`config.mk`:
```
export PLATFORM = sky130hd
export DESIGN_NAME = calendar_time_to_epoch_unit_flat
export DESIGN_NICKNAME = d
export VERILOG_FILES = /design/src/rtl/core/ctte_pkg.sv /design/src/rtl/core/ctte_req_if.sv /design/src/rtl/core/ctte_rsp_if.sv /design/src/rtl/core/ctte_check.sv /design/src/rtl/core/ctte_calc.sv /design/src/rtl/core/calendar_time_to_epoch_unit.sv /design/src/flat_wrapper.sv
export VERILOG_INCLUDE_DIRS = /design/src /design/src/rtl/core
export SDC_FILE = /design/constraint.sdc
export NUM_CORES = 1
export LEC_CHECK = 0
export ABC_AREA = 1
export BUFFER_PORTS_ARGS = -buffer_cell sky130_fd_sc_hd__buf_2
export CAP_MARGIN = 30
export CORE_ASPECT_RATIO = 1.25
export CORE_MARGIN = 2
export CORE_UTILIZATION = 35
export CTS_CLUSTER_DIAMETER = 30
export DETAILED_ROUTE_END_ITERATION = 16
export PLACE_DENSITY_LB_ADDON = 0.25
export SLEW_MARGIN = 20
export SYNTH_ARGS = -nofsm -noshare
export SYNTH_HDL_FRONTEND = slang
export SYNTH_SLANG_ARGS = --single-unit
```
`constraint.sdc`:
```
create_clock -name clock -period 8 [get_ports clock]
set_input_delay 1.2 -clock clock [delete_from_list [all_inputs] [get_ports clock]]
set_output_delay 1.2 -clock clock [all_outputs]
set_load 0.02 [all_outputs]
```
`src/rtl/core/calendar_time_to_epoch_unit_defines.svh`:
```
// Assertion macros shared by the conversion unit.
`ifndef CALENDAR_TIME_TO_EPOCH_UNIT_DEFINES_SVH
`define CALENDAR_TIME_TO_EPOCH_UNIT_DEFINES_SVH
`ifndef SYNTHESIS
`define CTTE_ASSERT(lbl, prop, msg) \
   lbl: assert property (@(posedge clock) disable iff (reset) (prop)) else $error(msg);
`define CTTE_NEVER(lbl, cond, msg) \
   lbl: assert property (@(posedge clock) disable iff (reset) !(cond)) else $error(msg);
`else
`define CTTE_ASSERT(lbl, prop, msg)
`define CTTE_NEVER(lbl, cond, msg)
`endif
`endif

```
`src/rtl/core/ctte_pkg.sv`:
```
package ctte_pkg;

   localparam logic [15:0] YEAR_MIN = 16'd1900;
   localparam logic [15:0] YEAR_MAX = 16'd9999;
   localparam logic [15:0] SUBSECOND_MAX = 16'd1000;
   localparam logic signed [15:0] ZONE_UNSPECIFIED = 16'sd2047;
   localparam logic signed [15:0] ZONE_LIMIT = 16'sd1440;
   localparam logic [7:0] HOUR_MAX = 8'd23;
   localparam logic [7:0] MINUTE_MAX = 8'd59;
   localparam logic [7:0] SECOND_MAX = 8'd59;
   localparam logic [7:0] MONTH_MAX = 8'd12;
   localparam logic [3:0] MONTH_FEB = 4'd2;
   localparam logic [40:0] SECONDS_PER_DAY = 41'd86400;
   // Days from the start of year 1 to the start of 1970.
   localparam logic [23:0] EPOCH_DAY_OFFSET = 24'd719162;
   // floor(y / 100) == (y * 5243) >> 19 for every y below 43699.
   localparam logic [28:0] CENTURY_RECIP = 29'd5243;
   localparam int CENTURY_SHIFT = 19;

   typedef struct packed {
      logic s1_en;
      logic s2_en;
      logic s3_en;
   } ctte_ctrl_type;

   function automatic logic [8:0] days_before_month(input logic [3:0] month);
      logic [8:0] days;
      case (month)
         4'd1:    days = 9'd0;
         4'd2:    days = 9'd31;
         4'd3:    days = 9'd59;
         4'd4:    days = 9'd90;
         4'd5:    days = 9'd120;
         4'd6:    days = 9'd151;
         4'd7:    days = 9'd181;
         4'd8:    days = 9'd212;
         4'd9:    days = 9'd243;
         4'd10:   days = 9'd273;
         4'd11:   days = 9'd304;
         4'd12:   days = 9'd334;
         default: days = 9'd0;
      endcase
      return days;
   endfunction

   function automatic logic [4:0] month_length(input logic [3:0] month);
      logic [4:0] len;
      case (month)
         4'd2:                       len = 5'd28;
         4'd4, 4'd6, 4'd9, 4'd11:    len = 5'd30;
         4'd1, 4'd3, 4'd5, 4'd7,
         4'd8, 4'd10, 4'd12:         len = 5'd31;
         default:                    len = 5'd0;
      endcase
      return len;
   endfunction

endpackage

```
`src/rtl/core/ctte_req_if.sv`:
```
interface ctte_req_if;
   logic               valid;
   logic               ready;
   logic [15:0]        year_value;
   logic [7:0]         month_value;
   logic [7:0]         day_value;
   logic [7:0]         hour_value;
   logic [7:0]         minute_value;
   logic [7:0]         second_value;
   logic [15:0]        subsecond_word;
   logic signed [15:0] zone_minutes;
   logic [7:0]         flag_bits;
   logic [23:0]        reserved_bytes;

   modport source (
      output valid, year_value, month_value, day_value, hour_value, minute_value,
             second_value, subsecond_word, zone_minutes, flag_bits, reserved_bytes,
      input  ready
   );
   modport sink (
      input  valid, year_value, month_value, day_value, hour_value, minute_value,
             second_value, subsecond_word, zone_minutes, flag_bits, reserved_bytes,
      output ready
   );
endinterface

```
`src/rtl/core/ctte_rsp_if.sv`:
```
interface ctte_rsp_if;
   logic        valid;
   logic        ready;
   logic        is_valid;
   logic [31:0] epoch_seconds;

   modport source (output valid, is_valid, epoch_seconds, input ready);
   modport sink (input valid, is_valid, epoch_seconds, output ready);
endinterface

```
`src/rtl/core/ctte_check.sv`:
```
module ctte_check (
   input  logic [15:0]        year_value,
   input  logic [7:0]         month_value,
   input  logic [7:0]         day_value,
   input  logic [7:0]         hour_value,
   input  logic [7:0]         minute_value,
   input  logic [7:0]         second_value,
   input  logic [15:0]        subsecond_word,
   input  logic signed [15:0] zone_minutes,
   input  logic [7:0]         flag_bits,
   input  logic [23:0]        reserved_bytes,
   output logic               fields_ok
);

   logic year_ok;
   logic month_ok;
   logic clock_ok;
   logic zone_ok;
   logic misc_ok;

   // The upper day limit depends on the leap year and is checked later.
   always_comb begin
      year_ok  = (year_value >= ctte_pkg::YEAR_MIN) && (year_value <= ctte_pkg::YEAR_MAX);
      month_ok = (month_value != 8'd0) && (month_value <= ctte_pkg::MONTH_MAX)
                 && (day_value != 8'd0);
      clock_ok = (hour_value <= ctte_pkg::HOUR_MAX) && (minute_value <= ctte_pkg::MINUTE_MAX)
                 && (second_value <= ctte_pkg::SECOND_MAX);
      zone_ok  = (zone_minutes == ctte_pkg::ZONE_UNSPECIFIED)
                 || ((zone_minutes >= -ctte_pkg::ZONE_LIMIT)
                     && (zone_minutes <= ctte_pkg::ZONE_LIMIT));
      misc_ok  = (subsecond_word <= ctte_pkg::SUBSECOND_MAX) && (flag_bits[7:2] == 6'd0)
                 && (reserved_bytes == 24'd0);
      fields_ok = year_ok && month_ok && clock_ok && zone_ok && misc_ok;
   end

endmodule

```
`src/rtl/core/ctte_calc.sv`:
```
module ctte_calc (
   input  logic                    clock,
   input  ctte_pkg::ctte_ctrl_type ctrl,
   input  logic                    fields_ok,
   input  logic [15:0]             year_value,
   input  logic [7:0]              month_value,
   input  logic [7:0]              day_value,
   input  logic [7:0]              hour_value,
   input  logic [7:0]              minute_value,
   input  logic [7:0]              second_value,
   input  logic signed [15:0]      zone_minutes,
   output logic                    is_valid,
   output logic [31:0]             epoch_seconds
);

   logic [28:0]        century_prod;
   logic signed [11:0] zone_short;
   logic signed [19:0] zone_sec;
   logic signed [19:0] tod_in;

   logic               s1_ok_ff;
   logic [13:0]        s1_year_ff;
   logic [6:0]         s1_century_ff;
   logic [3:0]         s1_month_ff;
   logic [7:0]         s1_day_ff;
   logic signed [19:0] s1_tod_ff;

   logic [13:0]        year_rem;
   logic               leap;
   logic [7:0]         month_len;
   logic               day_ok;
   logic [6:0]         prev_century;
   logic [13:0]        prev_year;
   logic [23:0]        days_in;

   logic               s2_ok_ff;
   logic signed [23:0] s2_days_ff;
   logic signed [19:0] s2_tod_ff;

   logic signed [40:0] secs_wide;
   logic               fits;

   logic               is_valid_ff;
   logic [31:0]        epoch_ff;

   // Stage 1: century quotient of the year and the time of day in seconds, less the zone offset.
   always_comb begin
      century_prod = {13'd0, year_value} * ctte_pkg::CENTURY_RECIP;
      zone_short   = zone_minutes[11:0];
      zone_sec     = (zone_minutes == ctte_pkg::ZONE_UNSPECIFIED) ? 20'sd0
                     : 20'(zone_short) * 20'sd60;
      tod_in       = $signed(20'(hour_value[4:0]) * 20'd3600
                             + 20'(minute_value[5:0]) * 20'd60
                             + 20'(second_value[5:0])) - zone_sec;
   end

   always_ff @(posedge clock) begin
      if (ctrl.s1_en) begin
         s1_ok_ff      <= fields_ok;
         s1_year_ff    <= year_value[13:0];
         s1_century_ff <= century_prod[ctte_pkg::CENTURY_SHIFT +: 7];
         s1_month_ff   <= month_value[3:0];
         s1_day_ff     <= day_value;
         s1_tod_ff     <= tod_in;
      end
   end

   // Stage 2: leap year, day range check and the day count since 1970.
   always_comb begin
      year_rem     = s1_year_ff - 14'(s1_century_ff) * 14'd100;
      leap         = (s1_year_ff[1:0] == 2'd0)
                     && ((year_rem != 14'd0) || (s1_century_ff[1:0] == 2'd0));
      month_len    = 8'(ctte_pkg::month_length(s1_month_ff))
                     + 8'((s1_month_ff == ctte_pkg::MONTH_FEB) && leap);
      day_ok       = s1_day_ff <= month_len;
      prev_century = s1_century_ff - 7'(year_rem == 14'd0);
      prev_year    = s1_year_ff - 14'd1;
      days_in      = 24'(prev_year) * 24'd365 + 24'(prev_year >> 2)
                     - 24'(prev_century) + 24'(prev_century >> 2)
                     - ctte_pkg::EPOCH_DAY_OFFSET
                     + 24'(ctte_pkg::days_before_month(s1_month_ff))
                     + 24'((s1_month_ff > ctte_pkg::MONTH_FEB) && leap)
                     + 24'(s1_day_ff) - 24'd1;
   end

   always_ff @(posedge clock) begin
      if (ctrl.s2_en) begin
         s2_ok_ff   <= s1_ok_ff && day_ok;
         s2_days_ff <= $signed(days_in);
         s2_tod_ff  <= s1_tod_ff;
      end
   end

   // Stage 3: seconds and the 32-bit range check.
   always_comb begin
      secs_wide = 41'(s2_days_ff) * $signed(ctte_pkg::SECONDS_PER_DAY) + 41'(s2_tod_ff);
      fits      = secs_wide[40:32] == 9'd0;
   end

   always_ff @(posedge clock) begin
      if (ctrl.s3_en) begin
         is_valid_ff <= s2_ok_ff && fits;
         epoch_ff    <= (s2_ok_ff && fits) ? secs_wide[31:0] : 32'd0;
      end
   end

   assign is_valid      = is_valid_ff;
   assign epoch_seconds = epoch_ff;

endmodule

```
`src/rtl/core/calendar_time_to_epoch_unit.sv`:
```
// Channel  Direction  Word
// req      in         one broken-down time record
// rsp      out        valid flag and seconds since 1970 UTC
//
// One record is taken per cycle while the result channel does not stall the pipeline.
// The latency is set by the input register and three stages: century quotient,
// day count, and the seconds multiply with its range check.
// Reset is synchronous and active high; it empties every stage.
// A stalled result holds only the stages behind it that are full.
`include "calendar_time_to_epoch_unit_defines.svh"

module calendar_time_to_epoch_unit (
   input logic          clock,
   input logic          reset,
   ctte_req_if.sink     req_port,
   ctte_rsp_if.source   rsp_port
);

   logic               s0_valid_ff;
   logic               s1_valid_ff;
   logic               s2_valid_ff;
   logic               s3_valid_ff;
   logic               s0_en;
   ctte_pkg::ctte_ctrl_type ctrl;

   logic [15:0]        year_ff;
   logic [7:0]         month_ff;
   logic [7:0]         day_ff;
   logic [7:0]         hour_ff;
   logic [7:0]         minute_ff;
   logic [7:0]         second_ff;
   logic [15:0]        subsecond_ff;
   logic signed [15:0] zone_ff;
   logic [7:0]         flag_ff;
   logic [23:0]        reserved_ff;
   logic               fields_ok;

   always_comb begin
      ctrl.s3_en = !s3_valid_ff || rsp_port.ready;
      ctrl.s2_en = !s2_valid_ff || ctrl.s3_en;
      ctrl.s1_en = !s1_valid_ff || ctrl.s2_en;
      s0_en      = !s0_valid_ff || ctrl.s1_en;
   end

   assign req_port.ready = s0_en && !reset;

   always_ff @(posedge clock) begin
      if (reset) begin
         s0_valid_ff <= 1'b0;
         s1_valid_ff <= 1'b0;
         s2_valid_ff <= 1'b0;
         s3_valid_ff <= 1'b0;
      end else begin
         if (s0_en) s0_valid_ff <= req_port.valid;
         if (ctrl.s1_en) s1_valid_ff <= s0_valid_ff;
         if (ctrl.s2_en) s2_valid_ff <= s1_valid_ff;
         if (ctrl.s3_en) s3_valid_ff <= s2_valid_ff;
      end
   end

   always_ff @(posedge clock) begin
      if (s0_en) begin
         year_ff      <= req_port.year_value;
         month_ff     <= req_port.month_value;
         day_ff       <= req_port.day_value;
         hour_ff      <= req_port.hour_value;
         minute_ff    <= req_port.minute_value;
         second_ff    <= req_port.second_value;
         subsecond_ff <= req_port.subsecond_word;
         zone_ff      <= req_port.zone_minutes;
         flag_ff      <= req_port.flag_bits;
         reserved_ff  <= req_port.reserved_bytes;
      end
   end

   ctte_check u_check (
      .year_value     (year_ff),
      .month_value    (month_ff),
      .day_value      (day_ff),
      .hour_value     (hour_ff),
      .minute_value   (minute_ff),
      .second_value   (second_ff),
      .subsecond_word (subsecond_ff),
      .zone_minutes   (zone_ff),
      .flag_bits      (flag_ff),
      .reserved_bytes (reserved_ff),
      .fields_ok      (fields_ok)
   );

   ctte_calc u_calc (
      .clock         (clock),
      .ctrl          (ctrl),
      .fields_ok     (fields_ok),
      .year_value    (year_ff),
      .month_value   (month_ff),
      .day_value     (day_ff),
      .hour_value    (hour_ff),
      .minute_value  (minute_ff),
      .second_value  (second_ff),
      .zone_minutes  (zone_ff),
      .is_valid      (rsp_port.is_valid),
      .epoch_seconds (rsp_port.epoch_seconds)
   );

   assign rsp_port.valid = s3_valid_ff;

   `CTTE_NEVER(a_invalid_zero, rsp_port.valid && !rsp_port.is_valid && (rsp_port.epoch_seconds != 32'd0), "invalid word carries nonzero seconds")
   `CTTE_ASSERT(a_accept_loads, (req_port.valid && req_port.ready) |=> s0_valid_ff, "accepted word not captured")
   `CTTE_ASSERT(a_stall_holds, (s2_valid_ff && s3_valid_ff && !rsp_port.ready) |=> (s2_valid_ff && s3_valid_ff), "stalled word dropped")
   `CTTE_ASSERT(a_full_blocks, (s0_valid_ff && s1_valid_ff && s2_valid_ff && s3_valid_ff && !rsp_port.ready) |-> !req_port.ready, "full pipeline took a word")

endmodule

```
`src/flat_wrapper.sv`:
```
// flat-port wrapper written by rule: the top's interface ports become plain ports
module calendar_time_to_epoch_unit_flat 
  (clock, reset, req_port_valid, req_port_year_value, req_port_month_value, req_port_day_value, req_port_hour_value, req_port_minute_value, req_port_second_value, req_port_subsecond_word, req_port_zone_minutes, req_port_flag_bits, req_port_reserved_bytes, req_port_ready, rsp_port_valid, rsp_port_is_valid, rsp_port_epoch_seconds, rsp_port_ready);
  ctte_req_if req_port_i ();
  ctte_rsp_if rsp_port_i ();
  input logic clock;
  input logic reset;
  input wire logic [$bits(req_port_i.valid)-1:0] req_port_valid;
  input wire logic [$bits(req_port_i.year_value)-1:0] req_port_year_value;
  input wire logic [$bits(req_port_i.month_value)-1:0] req_port_month_value;
  input wire logic [$bits(req_port_i.day_value)-1:0] req_port_day_value;
  input wire logic [$bits(req_port_i.hour_value)-1:0] req_port_hour_value;
  input wire logic [$bits(req_port_i.minute_value)-1:0] req_port_minute_value;
  input wire logic [$bits(req_port_i.second_value)-1:0] req_port_second_value;
  input wire logic [$bits(req_port_i.subsecond_word)-1:0] req_port_subsecond_word;
  input wire logic [$bits(req_port_i.zone_minutes)-1:0] req_port_zone_minutes;
  input wire logic [$bits(req_port_i.flag_bits)-1:0] req_port_flag_bits;
  input wire logic [$bits(req_port_i.reserved_bytes)-1:0] req_port_reserved_bytes;
  output wire logic [$bits(req_port_i.ready)-1:0] req_port_ready;
  output wire logic [$bits(rsp_port_i.valid)-1:0] rsp_port_valid;
  output wire logic [$bits(rsp_port_i.is_valid)-1:0] rsp_port_is_valid;
  output wire logic [$bits(rsp_port_i.epoch_seconds)-1:0] rsp_port_epoch_seconds;
  input wire logic [$bits(rsp_port_i.ready)-1:0] rsp_port_ready;
  assign req_port_i.valid = req_port_valid;
  assign req_port_i.year_value = req_port_year_value;
  assign req_port_i.month_value = req_port_month_value;
  assign req_port_i.day_value = req_port_day_value;
  assign req_port_i.hour_value = req_port_hour_value;
  assign req_port_i.minute_value = req_port_minute_value;
  assign req_port_i.second_value = req_port_second_value;
  assign req_port_i.subsecond_word = req_port_subsecond_word;
  assign req_port_i.zone_minutes = req_port_zone_minutes;
  assign req_port_i.flag_bits = req_port_flag_bits;
  assign req_port_i.reserved_bytes = req_port_reserved_bytes;
  assign req_port_ready = req_port_i.ready;
  assign rsp_port_valid = rsp_port_i.valid;
  assign rsp_port_is_valid = rsp_port_i.is_valid;
  assign rsp_port_epoch_seconds = rsp_port_i.epoch_seconds;
  assign rsp_port_i.ready = rsp_port_ready;
  calendar_time_to_epoch_unit u_core (.clock(clock), .reset(reset), .req_port(req_port_i), .rsp_port(rsp_port_i));
endmodule
```
======== Yosys cells after proc, flatten, opt, wreduce, memory -nomap -nowiden ========
Memories as Yosys holds them, arrays and structs flattened. A register that Yosys moved wholly into a read port is not among the register bits.
Cells that the tools add are included.
word-level totals
  output and inout port bits .............. 35
  bits in read-only memories .............. 224
  input port bits ......................... 124
  flip-flop bits (word level) ............. 256
  memories kept ........................... 2
  logic and storage cells ................. 104
memories
  name              depth  bits a word  rd ports  clocked after Yosys merged registers in  write ports  RTL line        RTL
  (name not given)  16     9            1         1                                        0            ctte_pkg.sv:28  case (month)
  (name not given)  16     5            1         1                                        0            ctte_pkg.sv:48  case (month)
operators by class
  multiply operators ...................... 7
  multiplexer cells ....................... 3
  equal/unequal tests ..................... 2
  reduce and logical (&&, ||, !) cells .... 38
  magnitude comparators ................... 11
  add/sub/neg operators ................... 16
operators with widths
  cell                                                                                   number
  41-bit by 20-bit adder with 41-bit output                                              1
  24-bit by 11-bit multiplier with 34-bit output, second input constant                  1
  16-bit by 13-bit multiplier with 26-bit output, second input constant                  1
  23-bit by 12-bit adder with 24-bit output                                              1
  24-bit by 1-bit adder with 24-bit output                                               1
  24-bit by 5-bit adder with 24-bit output                                               1
  24-bit by 8-bit adder with 24-bit output                                               1
  24-bit by 9-bit adder with 24-bit output                                               1
  24-bit zero test                                                                       1
  24-bit by 1-bit subtractor with 24-bit output, second input constant                   1
  24-bit by 20-bit subtractor with 24-bit output, second input constant                  1
  24-bit by 7-bit subtractor with 24-bit output                                          1
  14-bit by 9-bit multiplier with 23-bit output, second input constant                   1
  20-bit two-way mux                                                                     1
  20-bit subtractor                                                                      1
  18-bit by 6-bit adder with 19-bit output                                               1
  17-bit by 12-bit adder with 18-bit output                                              1
  1-bit logical AND                                                                      18
  12-bit by 5-bit multiplier with 17-bit output, second input constant                   1
  16-bit by 12-bit == test with 1-bit output, second input constant                      1
  16-bit by 11-bit greater-or-equal comparator with 1-bit output, second input constant  1
  16-bit by 12-bit greater-or-equal comparator with 1-bit output, second input constant  1
  16-bit by 10-bit less-or-equal comparator with 1-bit output, second input constant     1
  16-bit by 12-bit less-or-equal comparator with 1-bit output, second input constant     1
  23 further kinds                                                                       36

======== Logic depth before layout (Yosys ltp) ========
Gate-level depths: netlist of the first run.
  word-level depth ........................ 11
  gate-level depth with buffers ........... 45

======== Modules after synthesis ========
A second synthesis of the first run with hierarchy kept.
second synthesis, totals
  cells, all modules ...................... 3,325
  area total of the unflattened synthesis .. 30,012.5 um2
by module, submodules not included
  module                       seq. area each (um2)  area each (um2)  instances  cells each
  ctte_calc                    4,204.0               25,639.6         1          3,038
  calendar_time_to_epoch_unit  3,683.5               3,764.9          1          140
  ctte_check                   0.0                   608.1            1          147

======== Worst setup path before layout of the first run ========
Ideal clock, no wire load.
  path kind ............................... reg-to-reg
  start point ............................. reg u_core.u_calc.s1_century_ff[2]
  end point ............................... reg u_core.u_calc.s2_days_ff[12], data pin
  stages on the path, launching flop included .. 38
  period minus slack after synthesis ...... 8,426 ps
  data required time ...................... 7,735 ps
  library setup time ...................... 265 ps
  path buffers ............................ 0
  setup slack ............................. -426 ps
  arrival ................................. 8,161 ps
  path through ............................ edfxtp_1 > inv_1 > ha_1 > ha_1 > fa_1 > ha_1 > a21oi_1 > nand2_1 > a21oi_1 > o21ai_0 > xnor2_1 > ha_1 > inv_1 > nor3_1 > nand3_1 > nand4_1 > nand2_1 > nand4_1 > (+2 left out) > ha_1 > xor2_1 > fa_1 > fa_1 > inv_1 > fa_1 > fa_1 > fa_1 > fa_1 > inv_1 > ha_1 > nand3_1 > nand2_1 > a21oi_1 > o21ai_0 > a21oi_1 > o21ai_0 > xor2_1
on the way
  word-level cells in the longest chain between the ends .. 11
RTL lines
  element                                            RTL line         RTL
  start, declared                                    ctte_calc.sv:23  logic [6:0] s1_century_ff;
  start signal, assigned                             ctte_calc.sv:61  s1_century_ff <= century_prod[ctte_pkg::CENTURY_SHIFT +: 7];
  7-bit by 5-bit multiplier with 12-bit output       ctte_calc.sv:70  year_rem = s1_year_ff - 14'(s1_century_ff) * 14'd100;
  14-bit subtractor                                  ctte_calc.sv:70
  14-bit zero test                                   ctte_calc.sv:76  prev_century = s1_century_ff - 7'(year_rem == 14'd0);
  7-bit by 1-bit subtractor with 7-bit output        ctte_calc.sv:76
  24-bit by 7-bit subtractor with 24-bit output      ctte_calc.sv:79  - 24'(prev_century) + 24'(prev_century >> 2)
  24-bit by 5-bit adder with 24-bit output           ctte_calc.sv:79
  24-bit by 20-bit subtractor with 24-bit output     ctte_calc.sv:80  - ctte_pkg::EPOCH_DAY_OFFSET
  24-bit by 9-bit adder with 24-bit output           ctte_calc.sv:81  + 24'(ctte_pkg::days_before_month(s1_month_ff))
  24-bit by 1-bit adder with 24-bit output (*)       ctte_calc.sv:82  + 24'((s1_month_ff > ctte_pkg::MONTH_FEB) && leap)
  24-bit by 8-bit adder with 24-bit output (*)       ctte_calc.sv:83  + 24'(s1_day_ff) - 24'd1;
  24-bit by 1-bit subtractor with 24-bit output (*)  ctte_calc.sv:83
  net u_core.u_calc.days_in[12]                      ctte_calc.sv:34  logic [23:0] days_in;
  end signal, assigned                               ctte_calc.sv:89  s2_days_ff <= $signed(days_in);
  end, declared                                      ctte_calc.sv:37  logic signed [23:0] s2_days_ff;
The timed path passes the listed nets; every way through them passes the cells marked *.
A chain may end at the register's enable or synchronous reset.

======== Final worst setup path of the first run ========
  start point ............................. reg u_core.u_calc.s1_century_ff[1]
  end point ............................... reg u_core.u_calc.s2_days_ff[19], data pin
The elaborated chain is that of the path after synthesis.

==> flow_summary.ini, run 1 <==
[logic_synthesis]
synth_edf_count = 250
synth-seq-cells = 266
synth_area_um2 = 30200
synth_top_cell_area_share_pct = 24.9
ys.flop_type = edfxtp_1
ys_warn_count = 0
ys_top_cells_by_count = 824 x inv_1, 528 x ha_1, 496 x nand2_1
syn_area_per_cell_um2 = 9.10
yosys-top-cells-area = edfxtp_1 25%, ha_1 22%, fa_1 18%, inv_1 10%, nand2_1 6.2%
synth_nets = 4238
yosysMostFrequentCell = inv_1
synthCells = 3318
synth_seq_area_share_pct = 25.9
synth_top_cell_by_area = edfxtp_1
synth_cell_types = 49
synthArstFlopShare_pct = 0

[critical_path]
worstSetupStartpointType = flip-flop
cp.required_ns = 8.33
setup.worst_path.end_class = flip-flop
ff2ff_path_depth = 38
critical_path_class = reg2reg
critPathSlowestCell = fa_2
regToRegSetupSlack_ns = -0.16
rr_startpoint = u_core.u_calc.s1_century_ff[1]
worstPathArrival_ns = 8.49
max_stage_delay_ns = 0.58
cp_max_fo = 5
cp_common_cell = fa_2
reg2reg_to = u_core.u_calc.s2_days_ff[19]
path_buf_inv = 8
path_delay_family = adder cells

[timing]
max_freq_mhz = 123
worst_slew_pin_slew_ns = 0.941
finalMaxSlewViolations = 0
finalWorstSetupSlack_ns = -0.157
period_minus_slack_ns = 8.16
setup_viol = 12
rsz0062_at_grt = true
finalHoldViolations = 0
slew_headroom_pct = 36.6
final.period_utilization_pct = 102
fin_skew_ns = 0.0338
fin_setup_tns_ns = -1.10

[final_layout]
fin_nets = 4585
drive_gt1_share_pct = 16.3
fin_area_um2 = 36400
num-fill-cells = 8464
fin_cells = 4815
area_growth_pct = 20.5

[die]
fp.dieH_um = 332
die_w_um = 267
io_pins = 159
num_rows = 120
dieArea_um2 = 88600
start_util_pct = 35.3
core_area_um2 = 85600

[route]
ant_nets = 0
vias_per_cell = 4.56
wl_per_cell_um = 14.0
drc_errors = 0
vias = 22000
drt-total-wl_um = 67400
drt_iter0_drc = 729
dr.pass1.iters = 5

[worst_hold_path]
hold_depth = 0
holdCritStartpoint = u_core.u_calc.s1_tod_ff[16]
hold-path-endpoint = u_core.u_calc.s2_tod_ff[16]
hold_class = reg2reg

[placement]
dp.cells = 4656
dpl.hpwl_um = 57100
placed_cell_area_um2 = 33100
place_congestion = 0.870
placement.io_buffers = 156
dp_slack_ns = -0.698

[clock_tree]
cts_max_level = 2
clock_latency_ns = 0.62
clk_pin_slew_worst_paths_ns = 0.05
tritoncts = yes
clock_path_buffers = 3
cts.sinks = 266
cts_root_buf = clkbuf_16
numCtsBuffers = 58
cts.hold.buffers_added = 0

[run]
cap_violations = 0

[grt]
grt_pass1_vias = 23200
grt_pass1_wl_um = 111000
antenna_found_initial = 2
grt-ovfl-total = 0
grt_usage_pct = 15.4
grt_max_degree = 73

[run_status]
violations = negative setup slack
outcome = finished, violations left
-- sequential cells by signal, indices dropped and copies added (netlist names), 4 cells and up, named ones only --
name and flops:
u_core.minute_ff 8, u_core.u_calc.s1_month_ff 4, u_core.u_calc.s1_tod_ff 20, u_core.u_calc.s1_century_ff 7, u_core.u_calc.s2_days_ff 24, u_core.year_ff 16, u_core.hour_ff 8, u_core.u_calc.epoch_seconds 32
u_core.second_ff 8, u_core.u_calc.s1_year_ff 14, u_core.zone_ff 16, u_core.reserved_ff 24, u_core.flag_ff 6, u_core.u_calc.s2_tod_ff 20, u_core.u_calc.s1_day_ff 8, u_core.subsecond_ff 16
u_core.day_ff 8, u_core.month_ff 8
-- cell usage in the layout (no fill, tap or decap), drive strengths merged, types with 2 or more instances in the layout --
cell type | netlist | final
nor4 | 21 | 21
nor2 | 195 | 195
nand3b | 10 | 10
o221ai | 3 | 3
xnor2 | 67 | 67
dfxtp | 16 | 16
nand4 | 21 | 21
diode | 0 | 2
a21o | 12 | 12
o21ai | 91 | 91
ha | 528 | 528
a31oi | 10 | 10
a21boi | 7 | 7
clkinv | 0 | 20
clkinvlp | 0 | 8
o22ai | 2 | 2
and2 | 3 | 3
a21oi | 188 | 188
buf | 3 | 291
bufinv | 0 | 9
o311ai | 2 | 2
or2 | 10 | 10
clkbuf | 1 | 69
o31ai | 4 | 4
and3 | 2 | 2
nand2 | 511 | 511
edfxtp | 250 | 250
xor2 | 91 | 91
fa | 268 | 268
o21bai | 16 | 16
nand3 | 119 | 119
o21a | 4 | 4
nor3 | 25 | 25
inv | 827 | 831
-- per-stage QoR --
stage,util [%],hold WS (ns)
2_1_floorplan,-,0.400
3_3_place_gp,38.6,0.402
3_5_place_dp,38.6,0.405
4_1_cts,42.0,0.411
5_1_grt,42.5,0.419
6_report,42.5,0.405
-- worst max path at each step --
stage                                   start                            to  depth (start not counted)
6_report       u_core.u_calc.s1_century_ff[1]  u_core.u_calc.s2_days_ff[19]                         38
5_1_grt        u_core.u_calc.s1_century_ff[1]  u_core.u_calc.s2_days_ff[18]                         42
4_1_cts        u_core.u_calc.s1_century_ff[2]  u_core.u_calc.s2_days_ff[19]                         36
3_5_place_dp   u_core.u_calc.s1_century_ff[2]  u_core.u_calc.s2_days_ff[13]                         37
3_3_place_gp   u_core.u_calc.s1_century_ff[2]  u_core.u_calc.s2_days_ff[21]                         41
2_1_floorplan  u_core.u_calc.s1_century_ff[2]  u_core.u_calc.s2_days_ff[12]                         37
-- metal layers --
metal	up-vias	routed length (um)	global-route usage [%]
li1	11300	-	-
met1	10300	28400	17.8
met5	-	11	0
met3	106	2270	2.35
met2	304	34900	29.0
met4	2	1840	4.60
-- cells by family (layout without fill, tap and decap cells) --
family,after synthesis,count (layout),share of synthesized area (%)
and+or+nand+nor,921,921,13.1
AOI/OAI and AO/OA,346,346,6.28
DFF,266,266,25.9
adders and majority gates,796,796,39.7
xor gates and xnor gates,158,158,4.58
other,0,2,0
buffers and inverters,831,1228,10.4
-- final cells by class --
| type | instances | area [um^2] | area share [%] |
|---|---|---|---|
| inverters | 827 | 3110 | 8.55 |
| diodes | 2 | 5.00 | 0.0138 |
| repair buffers | 291 | 1880 | 5.16 |
| clock inverters | 41 | 536 | 1.47 |
| multi-input cells | 2221 | 20100 | 55.3 |
| clock buffers | 69 | 1530 | 4.21 |
| well taps | 1098 | 1370 | 3.78 |
| flip-flops and latches | 266 | 7830 | 21.5 |
-- worst reg2reg max path: cells and delay by family, from the launching register on --
kind	cells	cell delay (ns)
flops	1	0.43
fa+ha+maj	14	4.85
buf+inv	8	0.82
simple gates	7	0.64
xor+xnor	3	0.44
compound gates	6	0.70
-- timing repair --
action                     CTS  global route
pin swaps                   59            95
setup endpoints to repair   21            23
resized for setup          107            97
buffers inserted            40            14
Power of run 1 is left out: the tool's default activity adds up to more than one toggle a clock period on the data nets, which glitch-free logic cannot reach.
==> inputs of run 2 (changes only) <==
Settings changed: PLACE_DENSITY_LB_ADDON 0.25 to not set.
==> run 2 against run 1 <==
Net effect: the run still ends with negative setup slack left; hold slack got worse by 0.0071 ns; fmax decreased by 0.48%; via count increased by 0.49%; global-route usage decreased by 0.57 points.
==> flow_summary.ini, run 2 (same netlist as run 1, synthesis figures left out) <==
[critical_path]
worstPathArrival_ns = 8.50
regToRegSetupSlack_ns = -0.20
path_buf_inv = 9
cp_max_fo = 4
path_delay_family = adder cells
cp.required_ns = 8.31
max_stage_delay_ns = 0.54
rr_startpoint = u_core.u_calc.s1_century_ff[2]
critPathSlowestCell = fa_1
setup.worst_path.end_class = flip-flop
critical_path_class = reg2reg
worstSetupStartpointType = flip-flop
startpoint = u_core.u_calc.s1_century_ff[2]

[grt]
grt-ovfl-total = 0
grt_pass1_vias = 22900
antenna_found_initial = 2
grt_usage_pct = 14.9
grt_pass1_wl_um = 108000
grt_max_degree = 70

[die]
fp.dieH_um = 332
die_w_um = 267
io_pins = 159
dieArea_um2 = 88600
num_rows = 120
core_area_um2 = 85600
start_util_pct = 35.3

[placement]
placement.io_buffers = 156
placed_cell_area_um2 = 33000
dpl.hpwl_um = 54900
place_congestion = 0.905

[timing]
slew_headroom_pct = 38.3
worst_slew_pin_slew_ns = 0.925
fin_skew_ns = 0.0504
finalMaxSlewViolations = 0
max_freq_mhz = 122
period_minus_slack_ns = 8.20
final.period_utilization_pct = 102
finalHoldViolations = 0
rsz0062_at_grt = true
setup_viol = 16
finalWorstSetupSlack_ns = -0.196

[run_status]
outcome = finished, violations left
violations = negative setup slack

[final_layout]
layout_commonest_cell = inv_1
final_cell_mix = 800 x inv_1, 503 x ha_1, 479 x nand2_1
num-fill-cells = 8375
drive_gt1_share_pct = 16.2
fin_nets = 4594
area_growth_pct = 20.1
fin_area_um2 = 36200
largest_register_ffs = 32

[clock_tree]
cts_max_level = 2
clk_pin_slew_worst_paths_ns = 0.05
clock_path_buffers = 3
cts_root_buf = clkbuf_16
clock_latency_ns = 0.61
cts.hold.buffers_added = 0
cts.sinks = 266
numCtsBuffers = 54
tritoncts = yes

[run]
cap_violations = 0

[route]
drc_errors = 0
dr.pass1.iters = 5
vias = 22100
ant_nets = 0
drt-total-wl_um = 65200
vias_per_cell = 4.58
wl_per_cell_um = 13.5
drt_iter0_drc = 750

[worst_hold_path]
holdCritStartpoint = u_core.u_calc.s1_tod_ff[17]
hold_class = reg2reg
-- run 2: changes by cell type in the layout (fill, tap and decap cells not counted), sizes merged --
| cell | previous run | this run |
|---|---|---|
| buf | 291 | 304 |
| clkbuf | 69 | 56 |
| clkinv | 20 | 26 |
| clkinvlp | 8 | 5 |
| inv | 831 | 833 |
| diode | 2 | 1 |
-- run 2: routing by layer --
metal  GRT usage (%)  share of wire, %  vias up
met1            17.0                42    10300
met5               0             0.017        -
met3            1.69               2.8      115
li1                -                 -    11300
met2            28.5                53      303
met4            4.52               2.6        2
-- run 2: worst register-to-register path, delay by kind of cell, from the launching register on --
family,cells,cell delay (ns)
AOI/OAI and AO/OA,10,1.10
xor gates and xnor gates,3,0.42
adders and majority gates,13,4.49
buffers and inverters,9,0.79
DFF,1,0.41
and+or+nand+nor,8,0.67
-- run 2: worst paths after layout --
path,cells after the start,end
worst min-delay path,0,u_core.u_calc.s2_tod_ff[17]
worst max register to register,43,u_core.u_calc.s2_days_ff[13]
worst max-delay path,43,u_core.u_calc.s2_days_ff[13]
worst min register to register,0,u_core.u_calc.s2_tod_ff[17]
-- run 2: what timing repair did --
action,in CTS,in global routing
endpoints found under the setup margin,21,23
buffers inserted,64,7
resized for setup,104,80
pin swaps,64,58
-- run 2: layout make-up --
cell class / count / area, um^2 / area share (%)
Timing Repair Buffer: 304 / 1990 / 5.49
Antenna cell: 1 / 2.50 / 0.00690
Sequential cell: 266 / 7830 / 21.6
Inverter: 827 / 3110 / 8.58
Tap cell: 1098 / 1370 / 3.79
Clock inverter: 46 / 582 / 1.61
Clock buffer: 56 / 1360 / 3.75
Multi-Input combinational cell: 2221 / 20000 / 55.2
-- run 2: per-stage QoR --
stage	instances	worst slack (ns)	hold WS (ns)	utilization [%]	TNS, ns
detailed placement	4647	-0.702	0.405	38.5	-9.72
floorplan	3318	-0.0137	0.400	-	-0.0137
global route	4818	-0.498	0.406	42.4	-7.20
finish	4819	-0.196	0.398	42.4	-2.17
CTS	4810	-0.279	0.403	41.8	-2.88
global placement	4647	-0.621	0.401	38.5	-8.18
Power of run 2 is left out for the same reason.
